## src/design/bbc_pkg.sv

```systemverilog
package bbc_pkg;

    localparam int unsigned CNT_W = 8;
    localparam logic [CNT_W-1:0] CNT_MAX = '1;

    typedef enum logic [1:0] {
        OP_GET     = 2'd0,
        OP_RELEASE = 2'd1,
        OP_PIN     = 2'd2,
        OP_UNPIN   = 2'd3
    } t_op;

    typedef enum logic [1:0] {
        ST_OK        = 2'd0,
        ST_NO_FREE   = 2'd1,
        ST_UNDERFLOW = 2'd2,
        ST_OVERFLOW  = 2'd3
    } t_status;

    typedef enum logic [2:0] {
        S_IDLE,
        S_SCAN,
        S_DRAIN,
        S_DECIDE,
        S_MOD,
        S_RESP
    } t_state;

    // One buffer entry as it sits in the tag memory.
    typedef struct packed {
        logic [7:0]       dev;
        logic [31:0]      blk;
        logic [CNT_W-1:0] cnt;
        logic [31:0]      stamp;
        logic             filled;
    } t_entry;

endpackage

```

## src/design/bbc_req_if.sv

```systemverilog
interface bbc_req_if;
    logic        valid;
    logic        ready;
    logic [1:0]  op;
    logic [7:0]  device;
    logic [31:0] block_number;
    logic [4:0]  entry_index;
    logic [31:0] now;

    modport source (output valid, op, device, block_number, entry_index, now, input ready);
    modport sink (input valid, op, device, block_number, entry_index, now, output ready);
endinterface

```

## src/design/bbc_rsp_if.sv

```systemverilog
interface bbc_rsp_if;
    logic       valid;
    logic       ready;
    logic [4:0] entry;
    logic       needs_fill;
    logic [1:0] status;

    modport source (output valid, entry, needs_fill, status, input ready);
    modport sink (input valid, entry, needs_fill, status, output ready);
endinterface

```

## src/design/block_buffer_cache_lru_top.sv

```systemverilog
// Channel  Dir  Word fields                                   Handshake
// i_req    in   op, device, block_number, entry_index, now    valid/ready
// o_rsp    out  entry, needs_fill, status                     valid/ready
//
// Get: one tag-memory read per cycle sweeps all ENTRIES for a tag match and the oldest
//   free entry in the same pass; drain and decide follow before the word loads the output.
// Release, pin, unpin: one read and one write-back (none out of range); word loads from modify.
// One word in flight; the single read port of the tag memory sets the get time.
// Reset clears per-entry valid flags, so every entry reads as zero at once; no clearing pass.
// A stalled output holds the finished word while the next request is already taken.
module block_buffer_cache_lru_top #(
    parameter int unsigned ENTRIES = 32
) (
    input  logic      i_clk,
    input  logic      i_rst_n,
    bbc_req_if.sink   i_req,
    bbc_rsp_if.source o_rsp
);
    import bbc_pkg::*;

    localparam int unsigned IW = $clog2(ENTRIES);

    // tag memory and its per-entry valid flags
    t_entry               r_mem [ENTRIES];
    logic [ENTRIES-1:0]   r_ent_vld;
    t_entry               r_rd_word;
    logic                 r_rd_vld;
    t_entry               w_rd_word;
    logic [IW-1:0]        w_rd_addr;
    logic                 w_wr_en;
    t_entry               w_wr_word;

    t_state        r_state, n_state;
    t_op           r_op, n_op;
    logic [7:0]    r_dev, n_dev;
    logic [31:0]   r_blk, n_blk;
    logic [31:0]   r_now, n_now;
    logic [IW-1:0] r_pick, n_pick;
    logic [IW-1:0] r_addr, n_addr;

    // scan pipeline: compare stage works on the read word in the cycle after the read
    logic          r_cmp_vld, n_cmp_vld;
    logic [IW-1:0] r_cmp_idx, n_cmp_idx;
    logic          r_hit, n_hit;
    logic [IW-1:0] r_hit_idx, n_hit_idx;
    logic          r_free, n_free;
    logic [IW-1:0] r_lru_idx, n_lru_idx;
    logic [31:0]   r_lru_time, n_lru_time;

    // pending result for words that skip the write-back
    logic [4:0]    r_res_entry, n_res_entry;
    t_status       r_res_status, n_res_status;

    // output register
    logic          r_out_vld, n_out_vld;
    logic [4:0]    r_out_entry, n_out_entry;
    logic          r_out_fill, n_out_fill;
    t_status       r_out_status, n_out_status;

    logic          w_slot_free;
    t_status       w_mod_status;
    logic          w_mod_fill;

    assign w_rd_word   = r_rd_vld ? r_rd_word : '0;
    assign w_slot_free = !r_out_vld || o_rsp.ready;

    assign i_req.ready      = (r_state == S_IDLE);
    assign o_rsp.valid      = r_out_vld;
    assign o_rsp.entry      = r_out_entry;
    assign o_rsp.needs_fill = r_out_fill;
    assign o_rsp.status     = r_out_status;

    always_comb begin
        n_state      = r_state;
        n_op         = r_op;
        n_dev        = r_dev;
        n_blk        = r_blk;
        n_now        = r_now;
        n_pick       = r_pick;
        n_addr       = r_addr;
        n_cmp_vld    = r_cmp_vld;
        n_cmp_idx    = r_cmp_idx;
        n_hit        = r_hit;
        n_hit_idx    = r_hit_idx;
        n_free       = r_free;
        n_lru_idx    = r_lru_idx;
        n_lru_time   = r_lru_time;
        n_res_entry  = r_res_entry;
        n_res_status = r_res_status;
        n_out_vld    = r_out_vld && !o_rsp.ready;
        n_out_entry  = r_out_entry;
        n_out_fill   = r_out_fill;
        n_out_status = r_out_status;
        w_rd_addr    = r_pick;
        w_wr_en      = 1'b0;
        w_wr_word    = w_rd_word;
        w_mod_status = ST_OK;
        w_mod_fill   = 1'b0;

        // Compare stage: first tag match wins; oldest free entry, ties to the lowest index.
        if (r_cmp_vld) begin
            if (!r_hit && w_rd_word.dev == r_dev && w_rd_word.blk == r_blk) begin
                n_hit     = 1'b1;
                n_hit_idx = r_cmp_idx;
            end
            if (w_rd_word.cnt == '0 && (!r_free || w_rd_word.stamp < r_lru_time)) begin
                n_free     = 1'b1;
                n_lru_idx  = r_cmp_idx;
                n_lru_time = w_rd_word.stamp;
            end
        end

        // Modify step for the entry read back at r_pick.
        case (r_op)
            OP_GET: begin
                if (r_hit) begin
                    if (w_rd_word.cnt == CNT_MAX) begin
                        w_mod_status = ST_OVERFLOW;
                    end else begin
                        w_wr_word.cnt = w_rd_word.cnt + 1'b1;
                    end
                    w_mod_fill = !w_rd_word.filled;
                end else begin
                    w_wr_word.dev = r_dev;
                    w_wr_word.blk = r_blk;
                    w_wr_word.cnt = CNT_W'(1);
                    w_mod_fill    = 1'b1;
                end
                w_wr_word.filled = 1'b1;
            end
            OP_PIN: begin
                if (w_rd_word.cnt == CNT_MAX) begin
                    w_mod_status = ST_OVERFLOW;
                end else begin
                    w_wr_word.cnt = w_rd_word.cnt + 1'b1;
                end
            end
            OP_RELEASE, OP_UNPIN: begin
                if (w_rd_word.cnt == '0) begin
                    w_mod_status = ST_UNDERFLOW;
                end else begin
                    w_wr_word.cnt = w_rd_word.cnt - 1'b1;
                    // stamp only when a release drops the last reference
                    if (r_op == OP_RELEASE && w_rd_word.cnt == CNT_W'(1)) begin
                        w_wr_word.stamp = r_now;
                    end
                end
            end
            default: begin
                w_mod_status = ST_OK;
            end
        endcase

        case (r_state)
            S_IDLE: begin
                w_rd_addr = IW'(i_req.entry_index);
                if (i_req.valid) begin
                    n_op  = t_op'(i_req.op);
                    n_dev = i_req.device;
                    n_blk = i_req.block_number;
                    n_now = i_req.now;
                    if (t_op'(i_req.op) == OP_GET) begin
                        n_addr  = '0;
                        n_hit   = 1'b0;
                        n_free  = 1'b0;
                        n_state = S_SCAN;
                    end else if (32'(i_req.entry_index) >= ENTRIES) begin
                        // out-of-range entry: ignore, report ok
                        n_res_entry  = i_req.entry_index;
                        n_res_status = ST_OK;
                        n_state      = S_RESP;
                    end else begin
                        n_pick  = IW'(i_req.entry_index);
                        n_state = S_MOD;
                    end
                end
            end
            S_SCAN: begin
                w_rd_addr = r_addr;
                n_cmp_vld = 1'b1;
                n_cmp_idx = r_addr;
                if (r_addr == IW'(ENTRIES - 1)) begin
                    n_state = S_DRAIN;
                end else begin
                    n_addr = r_addr + 1'b1;
                end
            end
            S_DRAIN: begin
                n_cmp_vld = 1'b0;
                n_state   = S_DECIDE;
            end
            S_DECIDE: begin
                if (r_hit) begin
                    n_pick    = r_hit_idx;
                    w_rd_addr = r_hit_idx;
                    n_state   = S_MOD;
                end else if (r_free) begin
                    n_pick    = r_lru_idx;
                    w_rd_addr = r_lru_idx;
                    n_state   = S_MOD;
                end else begin
                    n_res_entry  = '0;
                    n_res_status = ST_NO_FREE;
                    n_state      = S_RESP;
                end
            end
            S_MOD: begin
                // hold the read at r_pick until the output slot opens
                if (w_slot_free) begin
                    w_wr_en      = 1'b1;
                    n_out_vld    = 1'b1;
                    n_out_entry  = 5'(r_pick);
                    n_out_fill   = w_mod_fill;
                    n_out_status = w_mod_status;
                    n_state      = S_IDLE;
                end
            end
            S_RESP: begin
                if (w_slot_free) begin
                    n_out_vld    = 1'b1;
                    n_out_entry  = r_res_entry;
                    n_out_fill   = 1'b0;
                    n_out_status = r_res_status;
                    n_state      = S_IDLE;
                end
            end
            default: begin
                n_state = S_IDLE;
            end
        endcase
    end

    always_ff @(posedge i_clk) begin
        if (!i_rst_n) begin
            r_state   <= S_IDLE;
            r_cmp_vld <= 1'b0;
            r_hit     <= 1'b0;
            r_free    <= 1'b0;
            r_out_vld <= 1'b0;
            r_ent_vld <= '0;
        end else begin
            r_state   <= n_state;
            r_cmp_vld <= n_cmp_vld;
            r_hit     <= n_hit;
            r_free    <= n_free;
            r_out_vld <= n_out_vld;
            if (w_wr_en) begin
                r_ent_vld[r_pick] <= 1'b1;
            end
        end
    end

    always_ff @(posedge i_clk) begin
        r_op         <= n_op;
        r_dev        <= n_dev;
        r_blk        <= n_blk;
        r_now        <= n_now;
        r_pick       <= n_pick;
        r_addr       <= n_addr;
        r_cmp_idx    <= n_cmp_idx;
        r_hit_idx    <= n_hit_idx;
        r_lru_idx    <= n_lru_idx;
        r_lru_time   <= n_lru_time;
        r_res_entry  <= n_res_entry;
        r_res_status <= n_res_status;
        r_out_entry  <= n_out_entry;
        r_out_fill   <= n_out_fill;
        r_out_status <= n_out_status;
    end

    // tag memory: one write, one registered read per cycle
    always_ff @(posedge i_clk) begin
        if (w_wr_en) begin
            r_mem[r_pick] <= w_wr_word;
        end
        r_rd_word <= r_mem[w_rd_addr];
        r_rd_vld  <= r_ent_vld[w_rd_addr];
    end

`ifndef SYNTH
    // a miss must recycle an entry that holds no references
    a_miss_takes_free: assert property (@(posedge i_clk) disable iff (!i_rst_n)
        (r_state == S_MOD && r_op == OP_GET && !r_hit) |-> (w_rd_word.cnt == '0))
        else $error("miss recycled an entry with references");

    // a freshly loaded result always comes with a return to idle
    a_load_ends_item: assert property (@(posedge i_clk) disable iff (!i_rst_n)
        $rose(r_out_vld) |-> (r_state == S_IDLE))
        else $error("result loaded without finishing the item");

    // the sweep never addresses beyond the last entry
    a_scan_in_range: assert property (@(posedge i_clk) disable iff (!i_rst_n)
        (r_state == S_SCAN) |-> (32'(r_addr) < ENTRIES))
        else $error("scan address out of range");
`endif

endmodule
```

## src/flat_wrapper.sv

```systemverilog
// flat-port wrapper written by rule: the top's interface ports become plain ports
module block_buffer_cache_lru_top_flat import bbc_pkg::*;
#(
    parameter int unsigned ENTRIES = 32
)
  (i_clk, i_rst_n, i_req_valid, i_req_op, i_req_device, i_req_block_number, i_req_entry_index, i_req_now, i_req_ready, o_rsp_valid, o_rsp_entry, o_rsp_needs_fill, o_rsp_status, o_rsp_ready);
  bbc_req_if i_req_i ();
  bbc_rsp_if o_rsp_i ();
  input  logic i_clk;
  input  logic i_rst_n;
  input wire logic [$bits(i_req_i.valid)-1:0] i_req_valid;
  input wire logic [$bits(i_req_i.op)-1:0] i_req_op;
  input wire logic [$bits(i_req_i.device)-1:0] i_req_device;
  input wire logic [$bits(i_req_i.block_number)-1:0] i_req_block_number;
  input wire logic [$bits(i_req_i.entry_index)-1:0] i_req_entry_index;
  input wire logic [$bits(i_req_i.now)-1:0] i_req_now;
  output wire logic [$bits(i_req_i.ready)-1:0] i_req_ready;
  output wire logic [$bits(o_rsp_i.valid)-1:0] o_rsp_valid;
  output wire logic [$bits(o_rsp_i.entry)-1:0] o_rsp_entry;
  output wire logic [$bits(o_rsp_i.needs_fill)-1:0] o_rsp_needs_fill;
  output wire logic [$bits(o_rsp_i.status)-1:0] o_rsp_status;
  input wire logic [$bits(o_rsp_i.ready)-1:0] o_rsp_ready;
  assign i_req_i.valid = i_req_valid;
  assign i_req_i.op = i_req_op;
  assign i_req_i.device = i_req_device;
  assign i_req_i.block_number = i_req_block_number;
  assign i_req_i.entry_index = i_req_entry_index;
  assign i_req_i.now = i_req_now;
  assign i_req_ready = i_req_i.ready;
  assign o_rsp_valid = o_rsp_i.valid;
  assign o_rsp_entry = o_rsp_i.entry;
  assign o_rsp_needs_fill = o_rsp_i.needs_fill;
  assign o_rsp_status = o_rsp_i.status;
  assign o_rsp_i.ready = o_rsp_ready;
  block_buffer_cache_lru_top #(.ENTRIES(ENTRIES)) u_core (.i_clk(i_clk), .i_rst_n(i_rst_n), .i_req(i_req_i), .o_rsp(o_rsp_i));
endmodule
```

## config.mk

```make
export PLATFORM = sky130hd
export DESIGN_NAME = block_buffer_cache_lru_top_flat
export DESIGN_NICKNAME = d
export VERILOG_FILES = /design/src/design/bbc_pkg.sv /design/src/design/bbc_req_if.sv /design/src/design/bbc_rsp_if.sv /design/src/design/block_buffer_cache_lru_top.sv /design/src/flat_wrapper.sv
export SDC_FILE = /design/constraint.sdc
export NUM_CORES = 2
export LEC_CHECK = 0
export BUFFER_PORTS_ARGS = -buffer_cell sky130_fd_sc_hd__buf_2
export CORE_UTILIZATION = 47
export CTS_CLUSTER_SIZE = 8
export DETAILED_ROUTE_END_ITERATION = 16
export GPL_ROUTABILITY_DRIVEN = 0
export MAX_ROUTING_LAYER = met4
export PLACE_DENSITY = 0.7
export SYNTH_ARGS = -nofsm -noshare
export SYNTH_HDL_FRONTEND = slang
export SYNTH_SLANG_ARGS = --single-unit
```

## constraint.sdc

```tcl
create_clock -name i_clk -period 6.3 [get_ports i_clk]
set_input_delay 0.63 -clock i_clk [delete_from_list [all_inputs] [get_ports i_clk]]
set_output_delay 0.63 -clock i_clk [all_outputs]
set_load 0.01 [all_outputs]
```

==> results.cfg <==
[sta]
finalMaxSlewViolations = 0
setup_tns_ns = 0
fmaxAchievable_mhz = 217.1
relSlewSlack = 0.03010
rsz0062_at_grt = no
fin_crit_sh = 0.7311
finalSetupViolCount = 0
hold_viol_final = 0
worst_clock_skew_ns = 0.06339
worst-slew-pin-transition_ns = 1.455
fin_crit_ns = 4.606

[pwr]
pwr-share-seq = 0.474
power_density_nw_per_um2 = 363.2
p_clk_frac = 0.426
p_total_mw = 46.42
power.net_switching_mw = 11.36
peakVddDrop_mv = 0.4123
p_comb_frac = 0.100
internal-power_mw = 35.06
p_leak_nw = 43.48
p_sw_frac = 0.2448

[worst_hold_path]
hold_path.class = primary input to register
hold_path_startpoint = i_req_entry_index[2]
whs_path_depth = 2
whs_endpoint = u_core.r_pick[2]

[route]
viasPerCell = 6.239
drt_iter0_markers = 11030
drc = 0
wire_per_inst_um = 28.95
drt-total-wl_mm = 326.5
first_pass_iters = 6
ant_nets = 0
vias = 70360

[final_layout]
multi_input_area_sq_um = 24510
num-fill-cells = 18040
drive_gt1_frac = 0.09928
fin_util = 0.5476
syn2layout_area_growth_pct = 15.38
nNetsFinal = 7961
layout.cells.most_common = edfxtp_1
final_cells = 11280
layout_common_cells = edfxtp_1, nand2_1, mux2i_1
regArea_sq_um = 84430

[placed_design]
port_buffers = 92
dp_hpwl_mm = 156.7
placed_cells = 10490

[cts]
root_buffer = clkbuf_16
clk_pin_slew_ns = 0.05
cts_made_buffers = 407
cts_buffer_depth = 4
clock_latency_ns = 0.97
h-tree-depth = 5
cts_tree = built
ctsResizeCount = 0
cts_sinks = 2852

[floorplanning]
fp.dieW_um = 487.5
num_rows = 177
coreArea_sq_um = 233400
initial_utilization = 0.4746
die-area_sq_um = 237600
die_y_um = 487.5
pin_count = 93

[synthesis]
synth_fa_ha_area_frac = 0.004066
synth.largest_area_cell = edfxtp_1
synthMuxAreaShare = 0.04933
synth_xor_area_frac = 0.001265
ys_seq_elements = 2852
synth.area.top_cells = edfxtp_1, nand2_1, mux2i_1
synthCells = 7557
synth_edf_count = 2731
ys_types = 70
async_flop_share = 0
synth_nets = 7676
syn_avg_cell_area_sq_um = 14.66
synth_top_family_by_area = simple AND/OR/NAND/NOR gates
yosys.area.top_type_share = 0.7403
yosysSeqAreaShare = 0.7622
yosys.area_share.simple = 0.08595
yosysWarnings = 0
synth-main-ff-cell = edfxtp_1
syn-cell-area_sq_um = 110800
synth_compound_area_frac = 0.07661

[global_route]
grt_pass1_vias = 67560
antenna_found_initial = 10
grt_pass1_wl_mm = 463.3
grt_overflow_total = 0
grt_max_degree = 159
grtUsageTotal = 0.2776

[worst_setup_path]
worst-r2r-cell-count = 9
r2r_setup_slack_ns = 1.69
path_max_fanout = 70
startpoint_type = register
critPathCaptureType = register
r2r_end = u_core.r_rd_word[55]
r2r-start = u_core.r_state[1]
crit_required_ns = 7.06
crit_arrival_ns = 5.36
worstSetupPathType = register to register

[status]
status = finished clean

[job]
drv_cap = 0
metrics by stage:
| stage | setup slack, ns | hold slack (ns) | area (sq um) |
|---|---|---|---|
| detailed placement | 1.723 | 0.4387 | 115500 |
| CTS | 1.723 | 0.02297 | 127800 |
| global placement | 1.855 | 0.4405 | 115500 |
| floorplan | 0.7572 | 0.4215 | 110800 |
| finish | 1.694 | 0.07001 | 127800 |
| global route | 1.428 | 0.04027 | 127800 |
layer usage:
metal,share of wire,vias up,global-route usage,routed length [um]
met1,0.37,35000,0.3632,121200
met2,0.47,5087,0.4250,152200
met4,0.043,0,0.1189,13910
met5,0,-,-,0
met3,0.12,882,0.05235,39140
li1,-,29390,-,-
Yosys cell counts, types with 7 or more instances:
master and count:
o21ai_0 90, xnor2_1 11, buf_2 155, o21a_1 37, and2_1 37, o21ai_1 73
nor3_1 8, a32oi_1 163, dfxtp_1 121, a31oi_1 83, a22oi_1 88, a21oi_1 429
a221oi_1 86, clkbuf_1 278, inv_1 67, nor4_1 92, buf_1 27, o31ai_1 7
nand2b_1 10, nor2_1 68, edfxtp_1 2731, o221ai_1 81, mux2_2 35, nand4_1 13
o22ai_1 90, mux2i_1 496, ha_1 36, nand2_1 1682, nand3_1 350, nor2b_1 7
a21o_1 14
worst max-delay path: stages (launching register included):
cell and delay [ns]:
dfxtp_1 0.77, nor2b_1 0.36, a211oi_1 0.58, a211o_4 0.52, buf_4 0.57, buf_4 0.87
mux2i_1 0.29, a32oi_1 0.08, a32oi_1 0.20, a22oi_1 0.11
power groups by stage:
stage	clock network (mW)	registers, mW	logic, mW
final	19.8	22.0	4.65
after detailed placement	0	22.3	4.47
after global routing	20.6	22.0	4.90
after floorplan	0	22.2	2.89
after CTS	19.9	22.0	4.53
after global placement	0	22.3	4.35
worst max-delay path by stage:
stage	endpoint	depth (start not counted)	from
3_3_place_gp	u_core.r_rd_word[44]	9	u_core.r_state[1]
2_1_floorplan	u_core.r_mem[28][0]	6	u_core.r_state[2]
6_report	u_core.r_rd_word[55]	9	u_core.r_state[1]
5_1_grt	u_core.r_rd_word[76]	9	u_core.r_state[1]
4_1_cts	u_core.r_rd_word[5]	9	u_core.r_state[0]
3_5_place_dp	u_core.r_rd_word[8]	9	u_core.r_state[0]
registers in the layout, summed over array words and instances (netlist names), 3 cells and up:
| signal | cells |
|---|---|
| u_core.r_mem | 2592 |
| u_core.r_rd_word | 81 |
| u_core.r_blk | 32 |
| u_core.r_ent_vld | 32 |
| u_core.r_lru_time | 32 |
| u_core.r_now | 32 |
| u_core.r_dev | 8 |
| u_core.o_rsp.entry | 5 |
| u_core.r_addr | 5 |
| u_core.r_cmp_idx | 5 |
| u_core.r_hit_idx | 5 |
| u_core.r_lru_idx | 5 |
| u_core.r_pick | 5 |
| u_core.r_state | 3 |
cells by family after synthesis:
family | Yosys count
compound gates | 1289
xor+xnor | 16
fa+ha+maj | 36
buf+inv | 539
flops | 2852
mux | 536
simple gates | 2289
final cells by class:
type | count | share of cell area
Antenna cell | 5 | 0.00009790
Clock inverter | 13 | 0.001322
Inverter | 68 | 0.001997
Sequential cell | 2852 | 0.6606
Multi-Input combinational cell | 4166 | 0.1918
Timing Repair Buffer | 347 | 0.02459
Clock buffer | 693 | 0.08892
Tap cell | 3132 | 0.03066
timing repair:
item	in CTS	in global routing
hold endpoints to repair	72	0
hold buffers	72	0
buffers inserted	0	0
(Power assumes the default switching activity.)
